<file path="src/design/zrvd_pkg.sv">
// zero-run visibility decompressor shared types and constants
package zrvd_pkg;

  localparam int MAX_ROW_BYTES_DEF = 256;
  localparam int LEAF_W            = 12;
  localparam int ROW_FULL_W        = 10;
  localparam int KIND_W            = 2;
  localparam int BYTE_W            = 8;
  localparam int IDX_W             = 5;
  localparam int WORD_W            = 64;
  localparam int VALID_W           = 4;
  localparam int OUT_DATA_W        = 80;

  typedef enum logic [KIND_W-1:0] {
    KIND_RESTART = 2'd0,
    KIND_NOVIS   = 2'd1,
    KIND_BYTE    = 2'd2,
    KIND_UNUSED  = 2'd3
  } zrvd_kind_t;

  typedef enum logic [2:0] {
    ST_IDLE = 3'b001,
    ST_RUN  = 3'b010,
    ST_FILL = 3'b100
  } zrvd_state_t;

  typedef struct packed {
    logic accept;
    logic step;
    logic fill;
    logic load;
  } zrvd_cmd_t;

  typedef struct packed {
    logic acc_emit;
    logic go_run;
    logic go_fill;
    logic run_emit;
    logic run_end;
    logic fill_end;
  } zrvd_sts_t;

endpackage

</file>
<file path="src/design/zrvd_ctrl.sv">
// zero-run visibility decompressor control state machine
module zrvd_ctrl
  import zrvd_pkg::*;
(
  input  logic      clk,
  input  logic      rst_n,
  input  logic      in_tvalid,
  output logic      in_tready,
  output logic      out_tvalid,
  input  logic      out_tready,
  input  zrvd_sts_t sts,
  output zrvd_cmd_t cmd
);

  zrvd_state_t state_r, state_nxt;
  logic        out_valid_r, out_valid_nxt;
  logic        slot_free;

  assign slot_free  = !out_valid_r || out_tready;
  assign in_tready  = (state_r == ST_IDLE) && slot_free;
  assign out_tvalid = out_valid_r;

  always_comb begin
    cmd.accept = in_tvalid && in_tready;
    cmd.step   = ((state_r == ST_RUN) || (state_r == ST_FILL)) && slot_free;
    cmd.fill   = (state_r == ST_FILL);
    cmd.load   = (cmd.accept && sts.acc_emit) ||
                 (cmd.step && (cmd.fill || sts.run_emit));
  end

  always_comb begin
    if (cmd.load) begin
      out_valid_nxt = 1'b1;
    end else if (out_tready) begin
      out_valid_nxt = 1'b0;
    end else begin
      out_valid_nxt = out_valid_r;
    end
  end

  always_comb begin
    state_nxt = state_r;
    case (state_r)
      ST_IDLE: begin
        if (cmd.accept && sts.go_run) begin
          state_nxt = ST_RUN;
        end else if (cmd.accept && sts.go_fill) begin
          state_nxt = ST_FILL;
        end
      end
      ST_RUN: begin
        if (cmd.step && sts.run_end) begin
          state_nxt = ST_IDLE;
        end
      end
      ST_FILL: begin
        if (cmd.step && sts.fill_end) begin
          state_nxt = ST_IDLE;
        end
      end
      default: state_nxt = ST_IDLE;
    endcase
  end

  always_ff @(posedge clk) begin
    if (!rst_n) begin
      state_r     <= ST_IDLE;
      out_valid_r <= 1'b0;
    end else begin
      state_r     <= state_nxt;
      out_valid_r <= out_valid_nxt;
    end
  end

endmodule

</file>
<file path="src/design/zrvd_dp.sv">
// zero-run visibility decompressor row state, run and fill datapath
module zrvd_dp
  import zrvd_pkg::*;
#(
  parameter int MAX_ROW_BYTES = MAX_ROW_BYTES_DEF
) (
  input  logic               clk,
  input  logic               rst_n,
  input  logic               cfg_valid,
  input  logic [LEAF_W-1:0]  cfg_data,
  input  logic [KIND_W-1:0]  in_kind,
  input  logic [BYTE_W-1:0]  in_byte,
  input  zrvd_cmd_t          cmd,
  output zrvd_sts_t          sts,
  output logic [IDX_W-1:0]   word_index,
  output logic [WORD_W-1:0]  row_word,
  output logic [VALID_W-1:0] valid_bytes,
  output logic               row_done,
  output logic               run_last
);

  localparam int BW_W  = $clog2(MAX_ROW_BYTES + 1);
  localparam int CMP_W = ((BW_W > BYTE_W) ? BW_W : BYTE_W) + 1;

  logic [BW_W-1:0]   row_len_r;
  logic [BW_W-1:0]   bw_r, bw_nxt;
  logic              expect_r, expect_nxt;
  logic [WORD_W-1:0] partial_r, partial_nxt;
  logic              complete_r, complete_nxt;
  logic [BYTE_W-1:0] rem_r, rem_nxt;

  logic [IDX_W-1:0]   word_index_r;
  logic [WORD_W-1:0]  row_word_r;
  logic [VALID_W-1:0] valid_bytes_r;
  logic               row_done_r;
  logic               run_last_r;

  logic [ROW_FULL_W-1:0] cfg_row_full;
  logic [BW_W-1:0]       cfg_row;

  logic [2:0]        pos;
  logic [BW_W-1:0]   left;
  logic              row_zero;

  // literal byte
  logic              lit_stale;
  logic [BW_W-1:0]   lit_bw_n;
  logic              lit_done;
  logic              lit_emit;
  logic [WORD_W-1:0] lit_word;
  logic              byte_live;

  // zero run chunk
  logic [VALID_W-1:0] room;
  logic [CMP_W-1:0]   rem_c, room_c, left_c, chunk_c;
  logic [VALID_W-1:0] chunk;
  logic [BW_W-1:0]    run_bw_n, run_bw_m1;
  logic               run_full, run_done, run_emit, run_more, run_end;
  logic [BYTE_W-1:0]  run_rem_n;

  // no-visibility fill
  logic [VALID_W-1:0] fill_valid;
  logic               fill_done;
  logic [WORD_W-1:0]  fill_word;

  logic [IDX_W-1:0]   res_idx;
  logic [WORD_W-1:0]  res_word;
  logic [VALID_W-1:0] res_valid;
  logic               res_done, res_last;

  assign cfg_row_full = ROW_FULL_W'(({1'b0, cfg_data} + 13'd7) >> 3);
  assign cfg_row      = (cfg_row_full > ROW_FULL_W'(MAX_ROW_BYTES)) ?
                        BW_W'(MAX_ROW_BYTES) : BW_W'(cfg_row_full);

  assign pos      = bw_r[2:0];
  assign left     = row_len_r - bw_r;
  assign row_zero = (row_len_r == '0);

  assign lit_stale = !complete_r && (bw_r >= row_len_r);
  assign lit_bw_n  = bw_r + BW_W'(1);
  assign lit_done  = (lit_bw_n == row_len_r);
  assign lit_emit  = (pos == 3'd7) || lit_done;
  assign lit_word  = partial_r | (WORD_W'(in_byte) << {pos, 3'b000});
  assign byte_live = (zrvd_kind_t'(in_kind) == KIND_BYTE) && !complete_r && !lit_stale;

  assign room    = VALID_W'(8) - VALID_W'(pos);
  assign rem_c   = CMP_W'(rem_r);
  assign room_c  = CMP_W'(room);
  assign left_c  = CMP_W'(left);
  always_comb begin
    chunk_c = rem_c;
    if (room_c < chunk_c) begin
      chunk_c = room_c;
    end
    if (left_c < chunk_c) begin
      chunk_c = left_c;
    end
  end
  assign chunk     = chunk_c[VALID_W-1:0];
  assign run_bw_n  = bw_r + BW_W'(chunk);
  assign run_bw_m1 = run_bw_n - BW_W'(1);
  assign run_full  = (chunk == room);
  assign run_done  = (run_bw_n == row_len_r);
  assign run_emit  = run_full || run_done;
  assign run_rem_n = rem_r - BYTE_W'(chunk);
  assign run_more  = (run_rem_n >= BYTE_W'(8)) ||
                     ((CMP_W'(run_bw_n) + CMP_W'(run_rem_n)) >= CMP_W'(row_len_r));
  assign run_end   = run_done || (run_rem_n == '0);

  assign fill_done  = (left <= BW_W'(8));
  assign fill_valid = fill_done ? VALID_W'(left) : VALID_W'(8);
  assign fill_word  = {WORD_W{1'b1}} >> (7'd64 - {fill_valid, 3'b000});

  always_comb begin
    sts.acc_emit = byte_live && !expect_r && (in_byte != '0) && lit_emit;
    sts.go_run   = byte_live && expect_r && (in_byte != '0);
    sts.go_fill  = (zrvd_kind_t'(in_kind) == KIND_NOVIS) && !row_zero;
    sts.run_emit = run_emit;
    sts.run_end  = run_end;
    sts.fill_end = fill_done;
  end

  always_comb begin
    bw_nxt       = bw_r;
    expect_nxt   = expect_r;
    partial_nxt  = partial_r;
    complete_nxt = complete_r;
    rem_nxt      = rem_r;

    if (cmd.accept) begin
      case (zrvd_kind_t'(in_kind))
        KIND_RESTART: begin
          bw_nxt       = '0;
          expect_nxt   = 1'b0;
          partial_nxt  = '0;
          complete_nxt = row_zero;
        end
        KIND_NOVIS: begin
          bw_nxt       = '0;
          expect_nxt   = 1'b0;
          partial_nxt  = '0;
          complete_nxt = 1'b1;
        end
        KIND_BYTE: begin
          if (lit_stale) begin
            complete_nxt = 1'b1;
            expect_nxt   = 1'b0;
            partial_nxt  = '0;
          end else if (!complete_r) begin
            if (expect_r) begin
              expect_nxt = 1'b0;
              rem_nxt    = in_byte;
            end else if (in_byte != '0) begin
              bw_nxt       = lit_bw_n;
              partial_nxt  = lit_emit ? '0 : lit_word;
              if (lit_done) begin
                complete_nxt = 1'b1;
              end
            end else begin
              expect_nxt = 1'b1;
            end
          end
        end
        default: begin
        end
      endcase
    end else if (cmd.step && cmd.fill) begin
      bw_nxt = fill_done ? '0 : bw_r + BW_W'(8);
    end else if (cmd.step) begin
      bw_nxt  = run_bw_n;
      rem_nxt = run_rem_n;
      if (run_emit) begin
        partial_nxt = '0;
      end
      if (run_done) begin
        complete_nxt = 1'b1;
        expect_nxt   = 1'b0;
      end
    end
  end

  always_comb begin
    if (cmd.step && cmd.fill) begin
      res_idx   = IDX_W'(bw_r >> 3);
      res_word  = fill_word;
      res_valid = fill_valid;
      res_done  = fill_done;
      res_last  = fill_done;
    end else if (cmd.step) begin
      res_idx   = IDX_W'(run_bw_m1 >> 3);
      res_word  = partial_r;
      res_valid = VALID_W'(run_bw_m1[2:0]) + VALID_W'(1);
      res_done  = run_done;
      res_last  = run_end || !run_more;
    end else begin
      res_idx   = IDX_W'(bw_r >> 3);
      res_word  = lit_word;
      res_valid = VALID_W'(pos) + VALID_W'(1);
      res_done  = lit_done;
      res_last  = 1'b1;
    end
  end

  always_ff @(posedge clk) begin
    if (!rst_n) begin
      row_len_r  <= BW_W'(1);
      bw_r       <= '0;
      expect_r   <= 1'b0;
      partial_r  <= '0;
      complete_r <= 1'b1;
      rem_r      <= '0;
    end else begin
      if (cfg_valid) begin
        row_len_r <= cfg_row;
      end
      bw_r       <= bw_nxt;
      expect_r   <= expect_nxt;
      partial_r  <= partial_nxt;
      complete_r <= complete_nxt;
      rem_r      <= rem_nxt;
    end
  end

  always_ff @(posedge clk) begin
    if (cmd.load) begin
      word_index_r  <= res_idx;
      row_word_r    <= res_word;
      valid_bytes_r <= res_valid;
      row_done_r    <= res_done;
      run_last_r    <= res_last;
    end
  end

  assign word_index  = word_index_r;
  assign row_word    = row_word_r;
  assign valid_bytes = valid_bytes_r;
  assign row_done    = row_done_r;
  assign run_last    = run_last_r;

endmodule

</file>
<file path="src/design/zero_run_visibility_decompressor.sv">
// zero-run visibility decompressor top level
//
//  channel | ports                    | payload
//  --------+--------------------------+------------------------------------------
//  cfg     | cfg_valid/ready/data     | leaf_count [11:0]
//  in      | in_tvalid/tready/tdata   | tdata: data_byte; tuser: kind
//  out     | out_tvalid/tready/tdata  | tdata: word_index,row_word,valid_bytes,
//          |                          | row_done; tlast: run_last
//
// literal, count, restart and unused items are each accepted in the idle state
// a zero run emits its output words from the run state; its last step may emit no word
// a no-visibility row emits one all-ones output word per fill step, up to 32
// input stalls while a run or fill is active or the output word is held
// synchronous active-low reset; row starts complete with leaf_count 1
module zero_run_visibility_decompressor
  import zrvd_pkg::*;
#(
  parameter int MAX_ROW_BYTES = MAX_ROW_BYTES_DEF
) (
  input  logic                  clk,
  input  logic                  rst_n,
  input  logic                  cfg_valid,
  output logic                  cfg_ready,
  input  logic [LEAF_W-1:0]     cfg_data,   // leaf_count
  input  logic                  in_tvalid,
  output logic                  in_tready,
  input  logic [BYTE_W-1:0]     in_tdata,   // data_byte
  input  logic [KIND_W-1:0]     in_tuser,   // kind
  output logic                  out_tvalid,
  input  logic                  out_tready,
  output logic [OUT_DATA_W-1:0] out_tdata,  // word_index, row_word, valid_bytes, row_done, pad
  output logic                  out_tlast
);

  zrvd_cmd_t          cmd;
  zrvd_sts_t          sts;
  logic [IDX_W-1:0]   word_index;
  logic [WORD_W-1:0]  row_word;
  logic [VALID_W-1:0] valid_bytes;
  logic               row_done;

  assign cfg_ready = 1'b1;
  assign out_tdata = {6'd0, row_done, valid_bytes, row_word, word_index};

  zrvd_ctrl u_ctrl (
    .clk        (clk),
    .rst_n      (rst_n),
    .in_tvalid  (in_tvalid),
    .in_tready  (in_tready),
    .out_tvalid (out_tvalid),
    .out_tready (out_tready),
    .sts        (sts),
    .cmd        (cmd)
  );

  zrvd_dp #(
    .MAX_ROW_BYTES (MAX_ROW_BYTES)
  ) u_dp (
    .clk         (clk),
    .rst_n       (rst_n),
    .cfg_valid   (cfg_valid),
    .cfg_data    (cfg_data),
    .in_kind     (in_tuser),
    .in_byte     (in_tdata),
    .cmd         (cmd),
    .sts         (sts),
    .word_index  (word_index),
    .row_word    (row_word),
    .valid_bytes (valid_bytes),
    .row_done    (row_done),
    .run_last    (out_tlast)
  );

endmodule

</file>
<file path="config.mk">
export PLATFORM = sky130hd
export DESIGN_NAME = zero_run_visibility_decompressor
export DESIGN_NICKNAME = d
export VERILOG_FILES = /design/src/design/zrvd_pkg.sv /design/src/design/zrvd_ctrl.sv /design/src/design/zrvd_dp.sv /design/src/design/zero_run_visibility_decompressor.sv
export SDC_FILE = /design/constraint.sdc
export NUM_CORES = 1
export LEC_CHECK = 0
export BUFFER_PORTS_ARGS = -buffer_cell sky130_fd_sc_hd__buf_2
export CELL_PAD_IN_SITES_DETAIL_PLACEMENT = 0
export CELL_PAD_IN_SITES_GLOBAL_PLACEMENT = 2
export CORE_MARGIN = 2
export CORE_UTILIZATION = 37
export CTS_CLUSTER_SIZE = 14
export DETAILED_ROUTE_END_ITERATION = 16
export GPL_TIMING_DRIVEN = 0
export PLACE_DENSITY_LB_ADDON = 0.1
export RECOVER_POWER = 100
export SLEW_MARGIN = 0
export SYNTH_ARGS = -nofsm -noshare
export SYNTH_HDL_FRONTEND = slang
export SYNTH_SLANG_ARGS = --single-unit
</file>
<file path="constraint.sdc">
create_clock -name clk -period 8.9 [get_ports clk]
set_input_delay 0.445 -clock clk [delete_from_list [all_inputs] [get_ports clk]]
set_output_delay 0.445 -clock clk [all_outputs]
set_load 0.03 [all_outputs]
</file>
==> impl_metrics.json <==
{
  "layout_common_cells": "clkbuf_1 (119), dfxtp_1 (96), nor3_1 (82)",
  "grt_antenna_before_repair": 0,
  "fin_ws_ns": 0.522,
  "relSlewSlack": 0.174,
  "core_area_um2": 27100,
  "drv_slew": 0,
  "skew_ns": 0.0223,
  "cp.required_ns": 8.98,
  "postSynthCellCount": 1121,
  "path_common_cell": "ha_1",
  "fin_hold_ws_ns": 0.321,
  "die_h_um": 170,
  "syn-cell-area_um2": 10300,
  "slowest_stage": "dfxtp_1",
  "dr.pass1.iters": 5,
  "dp_hpwl_um": 25900,
  "max_slew.worst_pin.slew_ns": 1.23,
  "slowest_delay_ns": 0.55,
  "ant_nets": 0,
  "die_x_um": 170,
  "fillers": 2772,
  "p_total_mw": 2.76,
  "max_freq_mhz": 119,
  "via_per_inst": 5.58,
  "vias": 9134,
  "insertedDiodeCount": 0,
  "powerDensity_nw_per_um2": 233,
  "cts_num_sinks": 171,
  "reg2reg_slack_ns": 0.52,
  "synth_edf_count": 75,
  "ys_ff_latch": 171,
  "cts_tree": "done",
  "hold_buffers": 0,
  "timing.final.crit_share": 0.941,
  "syn_to_final_growth_pct": 15.4,
  "critPathCaptureType": "register",
  "totalWireLength_um": 34400,
  "dp_slack_ns": 0.0496,
  "setup-violations-final": 0,
  "synthTopCellsByArea": "edfxtp_1 (22%), dfxtp_1 (19%), ha_1 (6.7%), o21a_1 (5.3%), a21oi_1 (4.1%)",
  "rows": 60,
  "arrival_ns": 8.46,
  "fin_crit_ns": 8.38,
  "avgSynthCellArea_um2": 9.15,
  "final_common_cell": "clkbuf_1",
  "max-vdd-ir-drop_uv": 145,
  "critPathKind": "reg -> reg",
  "clk_transition_reported_paths_ns": 0.08,
  "grt_pass1_wl_um": 51800,
  "insertion_delay_ns": 0.45,
  "first_iter_violations": 699,
  "clockBufferDepth": 2,
  "critical-path-top-delay-family": "compound AO/OA/AOI/OAI gates",
  "synth-main-ff-cell": "dfxtp_1",
  "grt_use_total": 0.240,
  "hold_path_class": "in -> reg",
  "p_leak_nw": 4.45,
  "place.gp.congestion": 0.860,
  "portBuffers": 102,
  "drive_gt1_frac": 0.0798,
  "grt_pass1_vias": 8512,
  "synth_top_cell_by_area": "edfxtp_1",
  "fin_cells": 1637,
  "cap_viol_max_count": 0,
  "critPathMaxFanout": 69,
  "cts_root_buffer": "clkbuf_16",
  "yosysTopAreaCellShare": 0.220,
  "drc": 0,
  "dieArea_um2": 29100,
  "grt-ovfl-total": 0,
  "finalHoldViolCount": 0,
  "status": "completed",
  "routedWlPerCell_um": 21.0,
  "yosysSeqAreaShare": 0.407,
  "async_reset_ff_frac": 0,
  "ys_warn_count": 0,
  "tns_ns": 0,
  "htree_levels": 4,
  "grt_start_max_net_pins": 70,
  "io_pins": 111,
  "synth.distinct_cells": 69,
  "num-nets-final": 1338,
  "grt_setup_unrepaired": "no",
  "start_util": 0.378,
  "dp_cells": 1605,
  "critPathBufInv": 4,
  "cts_buffers": 17,
  "cp-start-kind": "register"
}
[cell usage after synthesis (7+ instances only)]
library cell	number
nor2b_1	20
nand4_1	8
xor2_1	21
a31oi_1	7
o22ai_1	18
nor4b_1	9
a21oi_1	83
a21o_1	11
dfxtp_1	96
nor2_1	69
o21ai_0	58
edfxtp_1	75
nor3_1	82
nand2b_1	12
a221o_1	33
xnor2_1	45
clkbuf_1	39
ha_1	55
and2_1	13
buf_6	10
a211oi_1	18
buf_4	8
inv_1	60
nand2_1	67
nor4_1	12
nand3_1	27
o21a_1	73
[stage by stage]
step / utilization / instance area [um^2]
after floorplan: - / 10300
after global placement: 0.416 / 11300
after detailed placement: 0.417 / 11300
after CTS: 0.439 / 11900
after global routing: 0.437 / 11800
final: 0.437 / 11800
[routing by layer]
metal  vias to the layer above  track usage  part of all wire  wire length, um
met1                      4410        0.371              0.51            17500
li1                       4381            -                 -                -
met3                        31       0.0356             0.059             2030
met5                         -            0                 0                0
met4                         0       0.0520             0.016              556
met2                       312        0.351              0.42            14400
[report_power, final]
part | total (mW) | switching [mW] | internal [mW]
clock | 0.763 | 0.383 | 0.380
combinational | 1.15 | 0.712 | 0.436
sequential | 0.845 | 0.0133 | 0.832
[kinds of logic after synthesis]
group | share of synthesized area
XOR/XNOR | 0.0564
flip-flops | 0.407
multiplexers | 0.00403
AO/OA/AOI/OAI | 0.229
other | 0.000732
AND/OR/NAND/NOR | 0.171
buffers and inverters | 0.0570
adder cells (fa/ha/maj) | 0.0749
[worst register-to-register path: cells and delay by family, from the launching register on]
kind / cells / cell delay [ns]
DFF: 1 / 0.55
adders and majority gates: 5 / 1.54
muxes: 1 / 0.43
buffers and inverters: 4 / 0.82
and+or+nand+nor: 8 / 1.69
AOI/OAI and AO/OA: 9 / 1.96
xor gates and xnor gates: 3 / 0.92
[repair_timing]
item | in CTS | in global routing
buffers inserted | 0 | 0
endpoints found under the setup margin | 0 | 146
resized for setup | 0 | 9
[final timing paths]
path                       endpoint  cells past startpoint         startpoint
setup / recovery      u_dp.row_done                     30       u_dp.bw_r[0]
hold / removal    u_dp.row_len_r[8]                      3       cfg_data[10]
setup reg to reg      u_dp.row_done                     30       u_dp.bw_r[0]
hold reg to reg   u_dp.partial_r[7]                      1  u_dp.partial_r[7]
[registers in the layout, summed over array words and instances (netlist names), 3 cells and up]
signal            cells
u_dp.word_index       5
u_ctrl.state_r        3
u_dp.bw_r             9
u_dp.rem_r            8
u_dp.row_word        64
u_dp.valid_bytes      4
u_dp.row_len_r        9
u_dp.partial_r       64
[cell type report]
type | count | area, um^2 | area share
multi-input combinational | 833 | 5590 | 0.472
sequential | 171 | 4170 | 0.353
tap | 372 | 465 | 0.0393
timing repair buffer | 103 | 434 | 0.0367
clock buffer | 17 | 425 | 0.0360
buffer | 64 | 338 | 0.0286
inverter | 62 | 233 | 0.0197
clock inverter | 15 | 173 | 0.0146
No activity file was read; power rests on OpenSTA's default activity.
